==> src/rtl/uer_pkg.sv <==
// Shared types and constants for the ultrasonic echo ranging block.
`timescale 1ns / 1ps

package uer_pkg;

	// Counter and field widths.
	localparam int COUNT_BITS = 20;
	localparam int TIMEOUT_W  = 20;
	localparam int WIDTH_W    = 20;
	localparam int DIST_W     = 16;
	localparam int STATUS_W   = 2;

	// Wide enough to hold the timeout, the counter maximum and one more.
	localparam int CMP_W = ((COUNT_BITS > TIMEOUT_W) ? COUNT_BITS : TIMEOUT_W) + 1;

	// Trigger pulse shape in ticks.
	localparam int TRIGGER_LOW_TICKS  = 2;
	localparam int TRIGGER_HIGH_TICKS = 10;

	// Distance scale: ticks per centimeter, done as a reciprocal multiply.
	localparam int TICKS_PER_CM = 58;
	localparam int DIV_SHIFT    = WIDTH_W + 8;
	localparam int MUL_W        = DIV_SHIFT + 1;
	localparam int PROD_W       = WIDTH_W + MUL_W;
	localparam logic [MUL_W-1:0] DIV_MULT = MUL_W'(((64'd1 << DIV_SHIFT)
		+ 64'(TICKS_PER_CM) - 64'd1) / 64'(TICKS_PER_CM));

	// Status codes.
	localparam logic [STATUS_W-1:0] ST_OK           = 2'd0;
	localparam logic [STATUS_W-1:0] ST_TIMEOUT_RISE = 2'd1;
	localparam logic [STATUS_W-1:0] ST_TIMEOUT_FALL = 2'd2;

	// Register map.
	localparam int ADDR_W = 3;
	localparam int DATA_W = 32;
	localparam logic REG_TIMEOUT    = 1'b0;
	localparam logic REG_ERROR_DIST = 1'b1;
	localparam logic [TIMEOUT_W-1:0] TIMEOUT_RESET = 20'd30000;
	localparam logic [DIST_W-1:0]    ERROR_DIST_RESET = 16'd0;

	typedef struct packed {
		logic start_req;
		logic echo_level;
	} tick_t;

	typedef struct packed {
		logic                trigger_level;
		logic                busy_res;
		logic                done_res;
		logic [STATUS_W-1:0] status;
		logic [WIDTH_W-1:0]  echo_ticks;
		logic [DIST_W-1:0]   distance_cm;
	} result_t;

endpackage

==> src/rtl/ultrasonic_echo_ranging_top.sv <==
// Top level of the ultrasonic echo ranging block: sequencer, timers and register port.
`timescale 1ns / 1ps
// A tick beat moves from the input register on to the result register as soon as the
// latter is free. Throughput: one tick beat per cycle unless the result channel stalls;
// the next-state logic and the distance multiplier form a single stage between them.
// Reset: arst_n clears the phase, counters, held results and valid flags at once;
// timeout_ticks returns to 30000 and error_distance to 0.

module ultrasonic_echo_ranging_top (
	input  logic                          clk,
	input  logic                          arst_n,
	// Tick channel
	input  logic                          tick_valid,
	output logic                          tick_stall,
	input  uer_pkg::tick_t                tick_data,
	// Result channel
	output logic                          result_valid,
	input  logic                          result_stall,
	output uer_pkg::result_t              result_data,
	// Register port
	input  logic                          psel,
	input  logic                          penable,
	input  logic                          pwrite,
	input  logic [uer_pkg::ADDR_W-1:0]    paddr,
	input  logic [uer_pkg::DATA_W-1:0]    pwdata,
	output logic [uer_pkg::DATA_W-1:0]    prdata,
	output logic                          pready
);

	// Sequencer phases.
	localparam logic [2:0] PH_IDLE      = 3'd0;
	localparam logic [2:0] PH_TRIG_LOW  = 3'd1;
	localparam logic [2:0] PH_TRIG_HIGH = 3'd2;
	localparam logic [2:0] PH_WAIT_RISE = 3'd3;
	localparam logic [2:0] PH_WAIT_FALL = 3'd4;

	localparam logic [uer_pkg::CMP_W-1:0] CMAX =
		uer_pkg::CMP_W'((64'd1 << uer_pkg::COUNT_BITS) - 64'd1);

	// ------------------------------------------------------------------
	// Configuration registers. Writes land on the access cycle; reads are
	// decoded straight from the address.
	// ------------------------------------------------------------------
	logic [uer_pkg::TIMEOUT_W-1:0] timeout_q;
	logic [uer_pkg::DIST_W-1:0]    error_dist_q;
	logic                          cfg_wr;
	logic                          cfg_sel;

	assign pready  = 1'b1;
	assign cfg_wr  = psel & penable & pwrite;
	assign cfg_sel = paddr[2];

	always_ff @(posedge clk or negedge arst_n) begin
		if (!arst_n) begin
			timeout_q    <= uer_pkg::TIMEOUT_RESET;
			error_dist_q <= uer_pkg::ERROR_DIST_RESET;
		end else if (cfg_wr) begin
			case (cfg_sel)
				uer_pkg::REG_TIMEOUT: begin
					timeout_q <= pwdata[uer_pkg::TIMEOUT_W-1:0];
				end
				uer_pkg::REG_ERROR_DIST: begin
					error_dist_q <= pwdata[uer_pkg::DIST_W-1:0];
				end
				default: begin
				end
			endcase
		end
	end

	always_comb begin
		case (cfg_sel)
			uer_pkg::REG_TIMEOUT:    prdata = uer_pkg::DATA_W'(timeout_q);
			uer_pkg::REG_ERROR_DIST: prdata = uer_pkg::DATA_W'(error_dist_q);
			default:                 prdata = '0;
		endcase
	end

	// ------------------------------------------------------------------
	// Pipeline control. The input register takes a new beat whenever the
	// stage below can move, so a full result register waiting on a stall
	// does not block a tick unless both stages are occupied.
	// ------------------------------------------------------------------
	logic              valid_s1;
	uer_pkg::tick_t    tick_s1;
	logic              result_valid_q;
	uer_pkg::result_t  result_q;
	logic              out_free;
	logic              adv_s1;
	logic              take_tick;

	assign out_free   = !result_valid_q || !result_stall;
	assign adv_s1     = valid_s1 && out_free;
	assign tick_stall = valid_s1 && !out_free;
	assign take_tick  = tick_valid && !tick_stall;

	always_ff @(posedge clk or negedge arst_n) begin
		if (!arst_n) begin
			valid_s1 <= 1'b0;
		end else if (take_tick) begin
			valid_s1 <= 1'b1;
		end else if (adv_s1) begin
			valid_s1 <= 1'b0;
		end
	end

	always_ff @(posedge clk) begin
		if (take_tick) begin
			tick_s1 <= tick_data;
		end
	end

	// ------------------------------------------------------------------
	// Measurement state.
	// ------------------------------------------------------------------
	logic [2:0]                      phase_q, phase_d;
	logic [uer_pkg::COUNT_BITS-1:0]  cnt_q, cnt_d;
	logic                            echo_prev_q;
	logic [uer_pkg::STATUS_W-1:0]    held_status_q, held_status_d;
	logic [uer_pkg::WIDTH_W-1:0]     held_width_q, held_width_d;
	logic [uer_pkg::DIST_W-1:0]      held_dist_q, held_dist_d;

	logic                            rise, fall;
	logic [uer_pkg::CMP_W-1:0]       timeout_ext, limit, elapsed;
	logic                            trig, busy, done;
	logic                            fin;
	logic [uer_pkg::STATUS_W-1:0]    fin_status;
	logic [uer_pkg::WIDTH_W-1:0]     fin_width;
	logic [uer_pkg::PROD_W-1:0]      prod;
	logic [uer_pkg::WIDTH_W:0]       quot;
	logic [uer_pkg::DIST_W-1:0]      quot_sat;

	assign rise = tick_s1.echo_level && !echo_prev_q;
	assign fall = !tick_s1.echo_level && echo_prev_q;

	// The wait limit is the timeout, clipped to what the counter can hold.
	assign timeout_ext = uer_pkg::CMP_W'(timeout_q);
	assign limit       = (timeout_ext < CMAX) ? timeout_ext : CMAX;
	assign elapsed     = uer_pkg::CMP_W'(cnt_q) + uer_pkg::CMP_W'(1);

	always_comb begin
		phase_d    = phase_q;
		cnt_d      = cnt_q;
		trig       = 1'b0;
		busy       = 1'b1;
		done       = 1'b0;
		fin        = 1'b0;
		fin_status = uer_pkg::ST_OK;
		fin_width  = '0;
		case (phase_q)
			PH_TRIG_LOW: begin
				if (elapsed >= uer_pkg::CMP_W'(uer_pkg::TRIGGER_LOW_TICKS)) begin
					phase_d = PH_TRIG_HIGH;
					cnt_d   = '0;
				end else begin
					cnt_d = uer_pkg::COUNT_BITS'(elapsed);
				end
			end
			PH_TRIG_HIGH: begin
				trig = 1'b1;
				if (elapsed >= uer_pkg::CMP_W'(uer_pkg::TRIGGER_HIGH_TICKS)) begin
					phase_d = PH_WAIT_RISE;
					cnt_d   = '0;
				end else begin
					cnt_d = uer_pkg::COUNT_BITS'(elapsed);
				end
			end
			PH_WAIT_RISE: begin
				// An edge on the same tick as the timeout still counts.
				if (rise) begin
					phase_d = PH_WAIT_FALL;
					cnt_d   = '0;
				end else if (elapsed > limit) begin
					fin        = 1'b1;
					fin_status = uer_pkg::ST_TIMEOUT_RISE;
				end else begin
					cnt_d = uer_pkg::COUNT_BITS'(elapsed);
				end
			end
			PH_WAIT_FALL: begin
				if (fall) begin
					fin        = 1'b1;
					fin_status = uer_pkg::ST_OK;
					fin_width  = (elapsed > limit) ? uer_pkg::WIDTH_W'(limit)
						: uer_pkg::WIDTH_W'(elapsed);
				end else if (elapsed > limit) begin
					fin        = 1'b1;
					fin_status = uer_pkg::ST_TIMEOUT_FALL;
				end else begin
					cnt_d = uer_pkg::COUNT_BITS'(elapsed);
				end
			end
			default: begin
				// Idle, and any unused code, behaves as idle.
				if (tick_s1.start_req) begin
					phase_d = PH_TRIG_LOW;
					cnt_d   = uer_pkg::COUNT_BITS'(1);
				end else begin
					phase_d = PH_IDLE;
					cnt_d   = '0;
					busy    = 1'b0;
				end
			end
		endcase
		if (fin) begin
			phase_d = PH_IDLE;
			cnt_d   = '0;
			busy    = 1'b0;
			done    = 1'b1;
		end
	end

	// Width over ticks-per-cm by multiplying with a rounded-up reciprocal;
	// the error stays below one for every width the counter can produce.
	assign prod     = uer_pkg::PROD_W'(fin_width) * uer_pkg::PROD_W'(uer_pkg::DIV_MULT);
	assign quot     = (uer_pkg::WIDTH_W + 1)'(prod >> uer_pkg::DIV_SHIFT);
	assign quot_sat = (quot > (uer_pkg::WIDTH_W + 1)'({uer_pkg::DIST_W{1'b1}}))
		? {uer_pkg::DIST_W{1'b1}} : uer_pkg::DIST_W'(quot);

	always_comb begin
		held_status_d = held_status_q;
		held_width_d  = held_width_q;
		held_dist_d   = held_dist_q;
		if (fin) begin
			held_status_d = fin_status;
			held_width_d  = fin_width;
			held_dist_d   = (fin_width == '0) ? error_dist_q : quot_sat;
		end
	end

	always_ff @(posedge clk or negedge arst_n) begin
		if (!arst_n) begin
			phase_q       <= PH_IDLE;
			cnt_q         <= '0;
			echo_prev_q   <= 1'b0;
			held_status_q <= uer_pkg::ST_OK;
			held_width_q  <= '0;
			held_dist_q   <= '0;
		end else if (adv_s1) begin
			phase_q       <= phase_d;
			cnt_q         <= cnt_d;
			echo_prev_q   <= tick_s1.echo_level;
			held_status_q <= held_status_d;
			held_width_q  <= held_width_d;
			held_dist_q   <= held_dist_d;
		end
	end

	// ------------------------------------------------------------------
	// Result register. Every tick beat yields exactly one result beat.
	// ------------------------------------------------------------------
	always_ff @(posedge clk or negedge arst_n) begin
		if (!arst_n) begin
			result_valid_q <= 1'b0;
		end else if (adv_s1) begin
			result_valid_q <= 1'b1;
		end else if (!result_stall) begin
			result_valid_q <= 1'b0;
		end
	end

	always_ff @(posedge clk) begin
		if (adv_s1) begin
			result_q.trigger_level <= trig;
			result_q.busy_res      <= busy;
			result_q.done_res      <= done;
			result_q.status        <= held_status_d;
			result_q.echo_ticks    <= held_width_d;
			result_q.distance_cm   <= held_dist_d;
		end
	end

	assign result_valid = result_valid_q;
	assign result_data  = result_q;

	// ------------------------------------------------------------------
	// Assertions
	// ------------------------------------------------------------------
	// While waiting for an echo edge the counter never passes the limit.
	a_wait_bound: assert property (@(posedge clk) disable iff (!arst_n)
		(phase_q == PH_WAIT_RISE || phase_q == PH_WAIT_FALL)
			|-> (uer_pkg::CMP_W'(cnt_q) <= limit))
		else $error("wait counter beyond limit");

	// A finishing tick is never reported as busy.
	a_done_not_busy: assert property (@(posedge clk) disable iff (!arst_n)
		result_valid_q |-> !(result_q.done_res && result_q.busy_res))
		else $error("done and busy in one result");

	// The result beat shows the same held values as the held registers.
	a_held_match: assert property (@(posedge clk) disable iff (!arst_n)
		adv_s1 |=> (result_q.echo_ticks == held_width_q
			&& result_q.status == held_status_q
			&& result_q.distance_cm == held_dist_q))
		else $error("result held fields disagree with held state");

	// A stalled tick beat keeps the input register occupied.
	a_stall_holds: assert property (@(posedge clk) disable iff (!arst_n)
		tick_stall |=> valid_s1)
		else $error("input register dropped a stalled beat");

	// Trigger is high only while the sequencer sits in the trigger-high phase.
	a_trig_phase: assert property (@(posedge clk) disable iff (!arst_n)
		adv_s1 && (phase_q != PH_TRIG_HIGH) |=> !result_q.trigger_level)
		else $error("trigger high outside the pulse");

endmodule

==> config.mk <==
export PLATFORM = sky130hd
export DESIGN_NAME = ultrasonic_echo_ranging_top
export DESIGN_NICKNAME = d
export VERILOG_FILES = /design/src/rtl/uer_pkg.sv /design/src/rtl/ultrasonic_echo_ranging_top.sv
export SDC_FILE = /design/constraint.sdc
export NUM_CORES = 1
export LEC_CHECK = 0
export BUFFER_PORTS_ARGS = -buffer_cell sky130_fd_sc_hd__buf_2
export CORE_MARGIN = 2
export CORE_UTILIZATION = 45
export CTS_BUF_LIST = sky130_fd_sc_hd__clkbuf_8 sky130_fd_sc_hd__clkbuf_16
export DETAILED_ROUTE_END_ITERATION = 12
export RECOVER_POWER = 50
export SLEW_MARGIN = 20
export SYNTH_ARGS = -nofsm -noshare
export SYNTH_HDL_FRONTEND = slang
export SYNTH_SLANG_ARGS = --single-unit
==> constraint.sdc <==
create_clock -name clk -period 31.5 [get_ports clk]
set_clock_uncertainty 0.1 [all_clocks]
set_input_delay 6.3 -clock clk [delete_from_list [all_inputs] [get_ports clk]]
set_output_delay 6.3 -clock clk [all_outputs]
set_load 0.03 [all_outputs]
# Word level (Yosys, flattened, before mapping)
# Index checks and enable logic that the tools add are counted.
totals:
  ff_bits: 143
  out_inout_bits: 76
  wordCells: 98
  inputBits: 44
op_classes:
  n_reduce_logical: 19
  multipliers: 1
  n_bitwise: 3
  n_eq_ne: 10
  n_mux: 41
  magnitude_cmp: 5
  addsub: 1
op_table:
  columns: ["cell", "n"]
  rows:
  - ["two-way mux 20 bit", 11]
  - ["one-hot mux 20 bit (4 select lines)", 1]
  - ["one-hot mux 32 bit (2 select lines)", 1]
  - ["two-way mux 16 bit", 3]
  - ["multiplier 20 x 22 -> 42 bit (second input constant)", 1]
  - ["adder 20 x 1 -> 21 bit (second input constant)", 1]
  - [">= comparator 21 x 2 -> 1 bit (second input constant)", 1]
  - [">= comparator 21 x 4 -> 1 bit (second input constant)", 1]
  - ["> comparator 21 x 20 -> 1 bit", 1]
  - ["zero test 20 bit", 1]
  - ["less-than comparator 20 bit (second input constant)", 1]
  - ["> comparator 15 x 16 -> 1 bit (second input constant)", 1]
  - ["two-way mux 1 bit", 15]
  - ["two-way mux 3 bit", 4]
  - ["inequality test 3 bit (second input constant)", 4]
  - ["one-hot mux 3 bit (4 select lines)", 1]
  - ["equality test 3 x 2 -> 1 bit (second input constant)", 2]
  - ["zero test 1 bit", 6]
  - ["two-way mux 2 bit", 3]
  - ["AND reduction 2 bit", 3]
  - ["logical AND 1 bit", 5]
  - ["AND reduction 5 bit", 1]
  - ["one-hot mux 2 bit (2 select lines)", 1]
  - ["OR reduction 4 bit", 1]
  - ["other kinds (9)", 10]

# Depth between registers and ports, before layout
depth:
  word_depth: 11
  mapped_depth: 44
  depth_no_buf: 42

# Worst setup path before layout
# OpenSTA, ideal clock, no wires.
synth_path:
  path_type: "input-to-output"
  startpoint: "in paddr[2] in the netlist's numbering"
  endpoint: "out prdata[10] in the netlist's numbering"
  t_arrival_ps: 7366
  cell_stages: 3
  path_buffers: 2
  setup_slack_ps: 17734
  path_cell_list: "clkbuf_1 clkbuf_1 o21ai_0"
synth_via:
  elab_chain_cells: 2
synth_lines:
  columns: ["item", "line", "source"]
  rows:
  - ["start: declaration", "ultrasonic_echo_ranging_top.sv:24", "input logic [uer_pkg::ADDR_W-1:0] paddr,"]
  - ["NOT 1 bit (no source line)", null, null]
  - ["one-hot mux 32 bit (2 select lines) *", "ultrasonic_echo_ranging_top.sv:72", "case (cfg_sel)"]
  - ["end: declaration", "ultrasonic_echo_ranging_top.sv:26", "output logic [uer_pkg::DATA_W-1:0] prdata,"]
# Mark *: on every way between the ends. The rest lies on a longest branch, timed or not. The select of a mux whose other input is x is not followed.

# Worst setup path in the final report
layout_path:
  startpoint: "reg cnt_q[0] in the netlist's numbering"
  endpoint: "reg result_q (netlist bit result_data[9]), data pin"
layout_via:
  elab_chain_cells: 10
layout_lines:
  columns: ["item", "line", "source"]
  rows:
  - ["start: declaration", "ultrasonic_echo_ranging_top.sv:117", "logic [uer_pkg::COUNT_BITS-1:0] cnt_q, cnt_d;"]
  - ["start signal: assignment", "ultrasonic_echo_ranging_top.sv:241", "cnt_q <= cnt_d;"]
  - ["adder 20 x 1 -> 21 bit *", "ultrasonic_echo_ranging_top.sv:139", "assign elapsed = uer_pkg::CMP_W'(cnt_q) + uer_pkg::CMP_W'(1);"]
  - ["> comparator 21 x 20 -> 1 bit", "ultrasonic_echo_ranging_top.sv:173, ultrasonic_echo_ranging_top.sv:184, ultrasonic_echo_ranging_top.sv:186", null]
  - ["two-way mux 20 bit", "ultrasonic_echo_ranging_top.sv:184", "fin_width = (elapsed > limit) ? uer_pkg::WIDTH_W'(limit)"]
  - ["two-way mux 20 bit", "ultrasonic_echo_ranging_top.sv:181", "if (fall) begin"]
  - ["two-way mux 20 bit", "ultrasonic_echo_ranging_top.sv:150", "case (phase_q)"]
  - ["multiplier 20 x 22 -> 42 bit", "ultrasonic_echo_ranging_top.sv:215", "assign prod = uer_pkg::PROD_W'(fin_width) * uer_pkg::PROD_W'(uer_pkg::DIV_MULT);"]
  - ["> comparator 15 x 16 -> 1 bit", "ultrasonic_echo_ranging_top.sv:217", "assign quot_sat = (quot > (uer_pkg::WIDTH_W + 1)'({uer_pkg::DIST_W{1'b1}}))"]
  - ["two-way mux 16 bit", "ultrasonic_echo_ranging_top.sv:218", "? {uer_pkg::DIST_W{1'b1}} : uer_pkg::DIST_W'(quot);"]
  - ["two-way mux 16 bit", "ultrasonic_echo_ranging_top.sv:227", "held_dist_d = (fin_width == '0) ? error_dist_q : quot_sat;"]
  - ["two-way mux 16 bit *", "ultrasonic_echo_ranging_top.sv:224", "if (fin) begin"]
  - ["net held_dist_d (one bit)", "ultrasonic_echo_ranging_top.sv:121", "logic [uer_pkg::DIST_W-1:0] held_dist_q, held_dist_d;"]
  - ["end: declaration", "ultrasonic_echo_ranging_top.sv:87", "uer_pkg::result_t result_q;"]
# Mark *: on every way through the listed nets, which the timed path passes. The rest lies on a longest branch.
# A chain may end at the register's enable or synchronous reset.

==> results.py <==
metrics = {
    "worst_setup_path": {
        "cp_max_fo": 41,
        "cp-end-kind": "flip-flop",
        "crit_type": "reg -> reg",
        "startpoint_type": "flip-flop",
        "cp.required_ns": 31.65,
        "cp.arrival_ns": 14.04,
        "cp_slowest_stage_delay_ns": 1.28,
        "slowest_stage": "clkbuf_1",
    },
    "clock_tree": {
        "clockBufferDepth": 2,
        "cts_root_buffer": "clkbuf_16",
        "cts_tree": "built",
        "path_clk_slew_ns": 0.06,
        "cts.repair.resized": 0,
        "cts_buffers": 17,
        "hold_buffers": 0,
        "post-cts-setup-buffers": 0,
        "clk_latency_ns": 0.43,
        "htree_num_levels": 4,
        "cts_sinks": 143,
    },
    "routing": {
        "wl_per_cell_um": 18.5,
        "drcViolationCount": 0,
        "vias": 11233,
        "initialDrtViolationCount": 517,
        "vias_per_cell": 5.27,
        "wl_um": 39500,
        "drt-pass1-iter-count": 5,
        "postRouteAntennaNets": 0,
    },
    "finish": {
        "layout.nets": 2103,
        "fin_util": 0.497,
        "drive_above_1_share": 0.113,
        "syn2layout_area_growth_pct": 9.37,
        "multiInputGateArea_um2": 10400,
        "seq_area_um2": 3800,
        "diodes": 0,
        "fillers": 3235,
    },
    "sta": {
        "max_freq_ghz": 0.0720,
        "final_max_slew_viol_count": 198,
        "slew_headroom": -1.48,
        "holdWs_ns": 0.377,
        "hold_viol_final": 0,
        "finalSetupViolCount": 0,
        "period_needed_ns": 13.89,
        "setup_slack_ns": 17.61,
        "tns_ns": 0,
        "min_period_over_period": 0.441,
        "worst_pin_slew_ns": 3.71,
        "rsz0062_at_grt": "no",
    },
    "logic_synthesis": {
        "ys.flop_type": "dfrtp_1",
        "synth-edff-count": 43,
        "synth_area_per_cell_um2": 9.90,
        "async_reset_ff_frac": 0.699,
        "ys_ff_latch": 143,
        "syn_area_um2": 15600,
        "synth-xor-area-share": 0.0191,
        "ys_types": 77,
        "synthAdderAreaFrac": 0.395,
        "synth.area.mux_share": 0.0482,
        "synth-compound-area-share": 0.103,
        "synth_cells": 1577,
        "ys_seq_area_frac": 0.243,
        "yosys_warnings": 0,
        "yosys.area_share.simple": 0.101,
        "synth_top_family_by_area": "adder cells",
    },
    "floorplan": {
        "die_h_um": 190,
        "rows": 68,
        "pin_count": 120,
        "core_um2": 34400,
        "dieArea_um2": 36200,
        "start_util": 0.454,
        "fp.dieW_um": 190,
    },
    "flow_run": {
        "drv_cap": 5,
    },
    "status": {
        "outcome": "finished with violations",
        "violations": "capacitance limit, slew limit",
    },
    "power_and_ir_drop": {
        "power_density_nw_per_um2": 33.8,
        "leakagePower_nw": 9.36,
        "peakVddDrop_mv": 0.0364,
    },
    "global_route": {
        "grt-ovfl-total": 0,
        "grt_pass1_wl_um": 62800,
        "grt_pass1_vias": 11314,
        "grt_usage": 0.227,
        "grt_max_degree": 77,
        "antenna_found_initial": 0,
    },
    "min_path": {
        "hp-class": "reg -> reg",
    },
    "place": {
        "gp_congestion": 0.924,
        "pre_cts_slack_ns": 17.71,
        "dp_hpwl_um": 32700,
        "numPortBuffers": 92,
    },
}
cell type report:
class                           count  area share
Timing Repair Buffer              113      0.0324
Clock buffer                       17      0.0249
Multi-Input combinational cell   1096       0.611
Inverter                          294      0.0646
Clock inverter                     15      0.0107
Sequential cell                   143       0.223
Tap cell                          455      0.0333
kinds of logic after synthesis:
| kind of cell | Yosys count |
|---|---|
| adder cells (fa/ha/maj) | 394 |
| flip-flops | 143 |
| XOR/XNOR | 34 |
| buffers and inverters | 349 |
| AO/OA/AOI/OAI | 246 |
| multiplexers | 68 |
| other | 2 |
| AND/OR/NAND/NOR | 341 |
registers in the layout (all words and copies together), names as in the netlist:
| signal | count |
|---|---|
| cnt_q | 20 |
| echo_prev_q | 1 |
| error_dist_q | 16 |
| held_dist_q | 16 |
| held_status_q | 2 |
| held_width_q | 20 |
| phase_q | 3 |
| result_data | 41 |
| result_valid | 1 |
| tick_s1 | 2 |
| timeout_q | 20 |
| valid_s1 | 1 |
where the power goes:
| part | total (W) | leakage, nW | internal, W | switching (W) |
|---|---|---|---|---|
| sequential | 0.000240 | 1.73 | 0.000218 | 0.0000216 |
| combinational | 0.000130 | 7.34 | 0.0000428 | 0.0000871 |
| clock | 0.000208 | 0.292 | 0.000125 | 0.0000826 |
worst max-delay path, delay by kind of cell, from the launching register on:
family	cells	cell delay (ns)
AO/OA/AOI/OAI	7	2.76
XOR/XNOR	1	0.38
adder cells (fa/ha/maj)	10	4.62
buffers and inverters	8	2.03
flip-flops	1	0.49
multiplexers	1	0.40
AND/OR/NAND/NOR	12	2.93
synth_stat cells, types with 4 or more instances:
cell type,instances,share of area
o22ai_1,4,0.0016
nor2_1,71,0.017
or2_2,7,0.0028
clkbuf_1,24,0.0058
o21ai_1,31,0.0099
a211oi_1,17,0.0082
nand2b_1,6,0.0024
fa_1,165,0.21
and3_1,10,0.0040
o21ai_0,46,0.015
edfxtp_1,43,0.083
mux2_2,55,0.040
xnor2_1,22,0.012
nor3b_1,4,0.0019
nand3_1,37,0.012
a21o_1,30,0.014
inv_2,5,0.0012
nor3_1,18,0.0058
dfstp_2,7,0.012
xor2_1,12,0.0067
o21a_1,5,0.0024
o21bai_1,6,0.0029
dfrtp_1,93,0.15
inv_1,289,0.069
nand2_1,145,0.035
buf_2,9,0.0029
buf_4,16,0.0077
a21oi_1,57,0.018
and2_1,7,0.0028
buf_1,4,0.00096
nand4_1,13,0.0052
ha_1,229,0.18
o31ai_1,5,0.0024
a31oi_1,10,0.0040
mux2i_1,10,0.0064
metal layers:
metal / vias up / wire, um / track usage
met4: 0 / 672 / 0.0507
met1: 5543 / 18100 / 0.318
met2: 275 / 18800 / 0.380
met5: - / 0 / 0
li1: 5374 / - / -
met3: 41 / 1830 / 0.0252
worst paths after layout:
kind | depth (start not counted) | slack (ns) | startpoint | end
max in group asynchronous | 2 | 20.62 | arst_n | cnt_q[19]
setup reg to reg | 39 | 17.61 | cnt_q[0] | result_data[9]
min in group asynchronous | 1 | 6.33 | arst_n | held_dist_q[0]
hold reg to reg | 2 | 0.38 | held_width_q[1] | held_width_q[1]
setup / recovery | 39 | 17.61 | cnt_q[0] | result_data[9]
hold / removal | 2 | 0.38 | held_width_q[1] | held_width_q[1]
metrics by stage:
stage | instances | total power [W] | area (um2)
global route | 2133 | 0.000607 | 17100
floorplan | 1588 | 0.000333 | 15700
CTS | 2133 | 0.000583 | 17200
detailed placement | 2101 | 0.000374 | 16600
finish | 2133 | 0.000578 | 17100
global placement | 2101 | 0.000371 | 16600
cells in the final DEF (no fill, tap or decap), types with 4 or more instances in the layout:
cell         n
a211oi_1    16
a21o_1      30
a21oi_1     57
a31oi_1     10
and2_1       5
and3_1      10
buf_2       50
buf_4       18
clkbuf_1    45
clkbuf_16   17
conb_1      13
dfrtp_1     93
dfstp_2      7
edfxtp_1    43
fa_1       165
ha_1       229
inv_1      291
inv_2        4
inv_6        5
mux2_2      55
mux2i_1     10
nand2_1    146
nand2b_1     6
nand3_1     37
nand4_1     13
nor2_1      71
nor3_1      18
nor3b_1      4
o21a_1       5
o21ai_0     46
o21ai_1     31
o21bai_1     6
o22ai_1      4
o31ai_1      6
or2_2        7
xnor2_1     22
xor2_1      12
No activity file was read; power rests on OpenSTA's default activity.
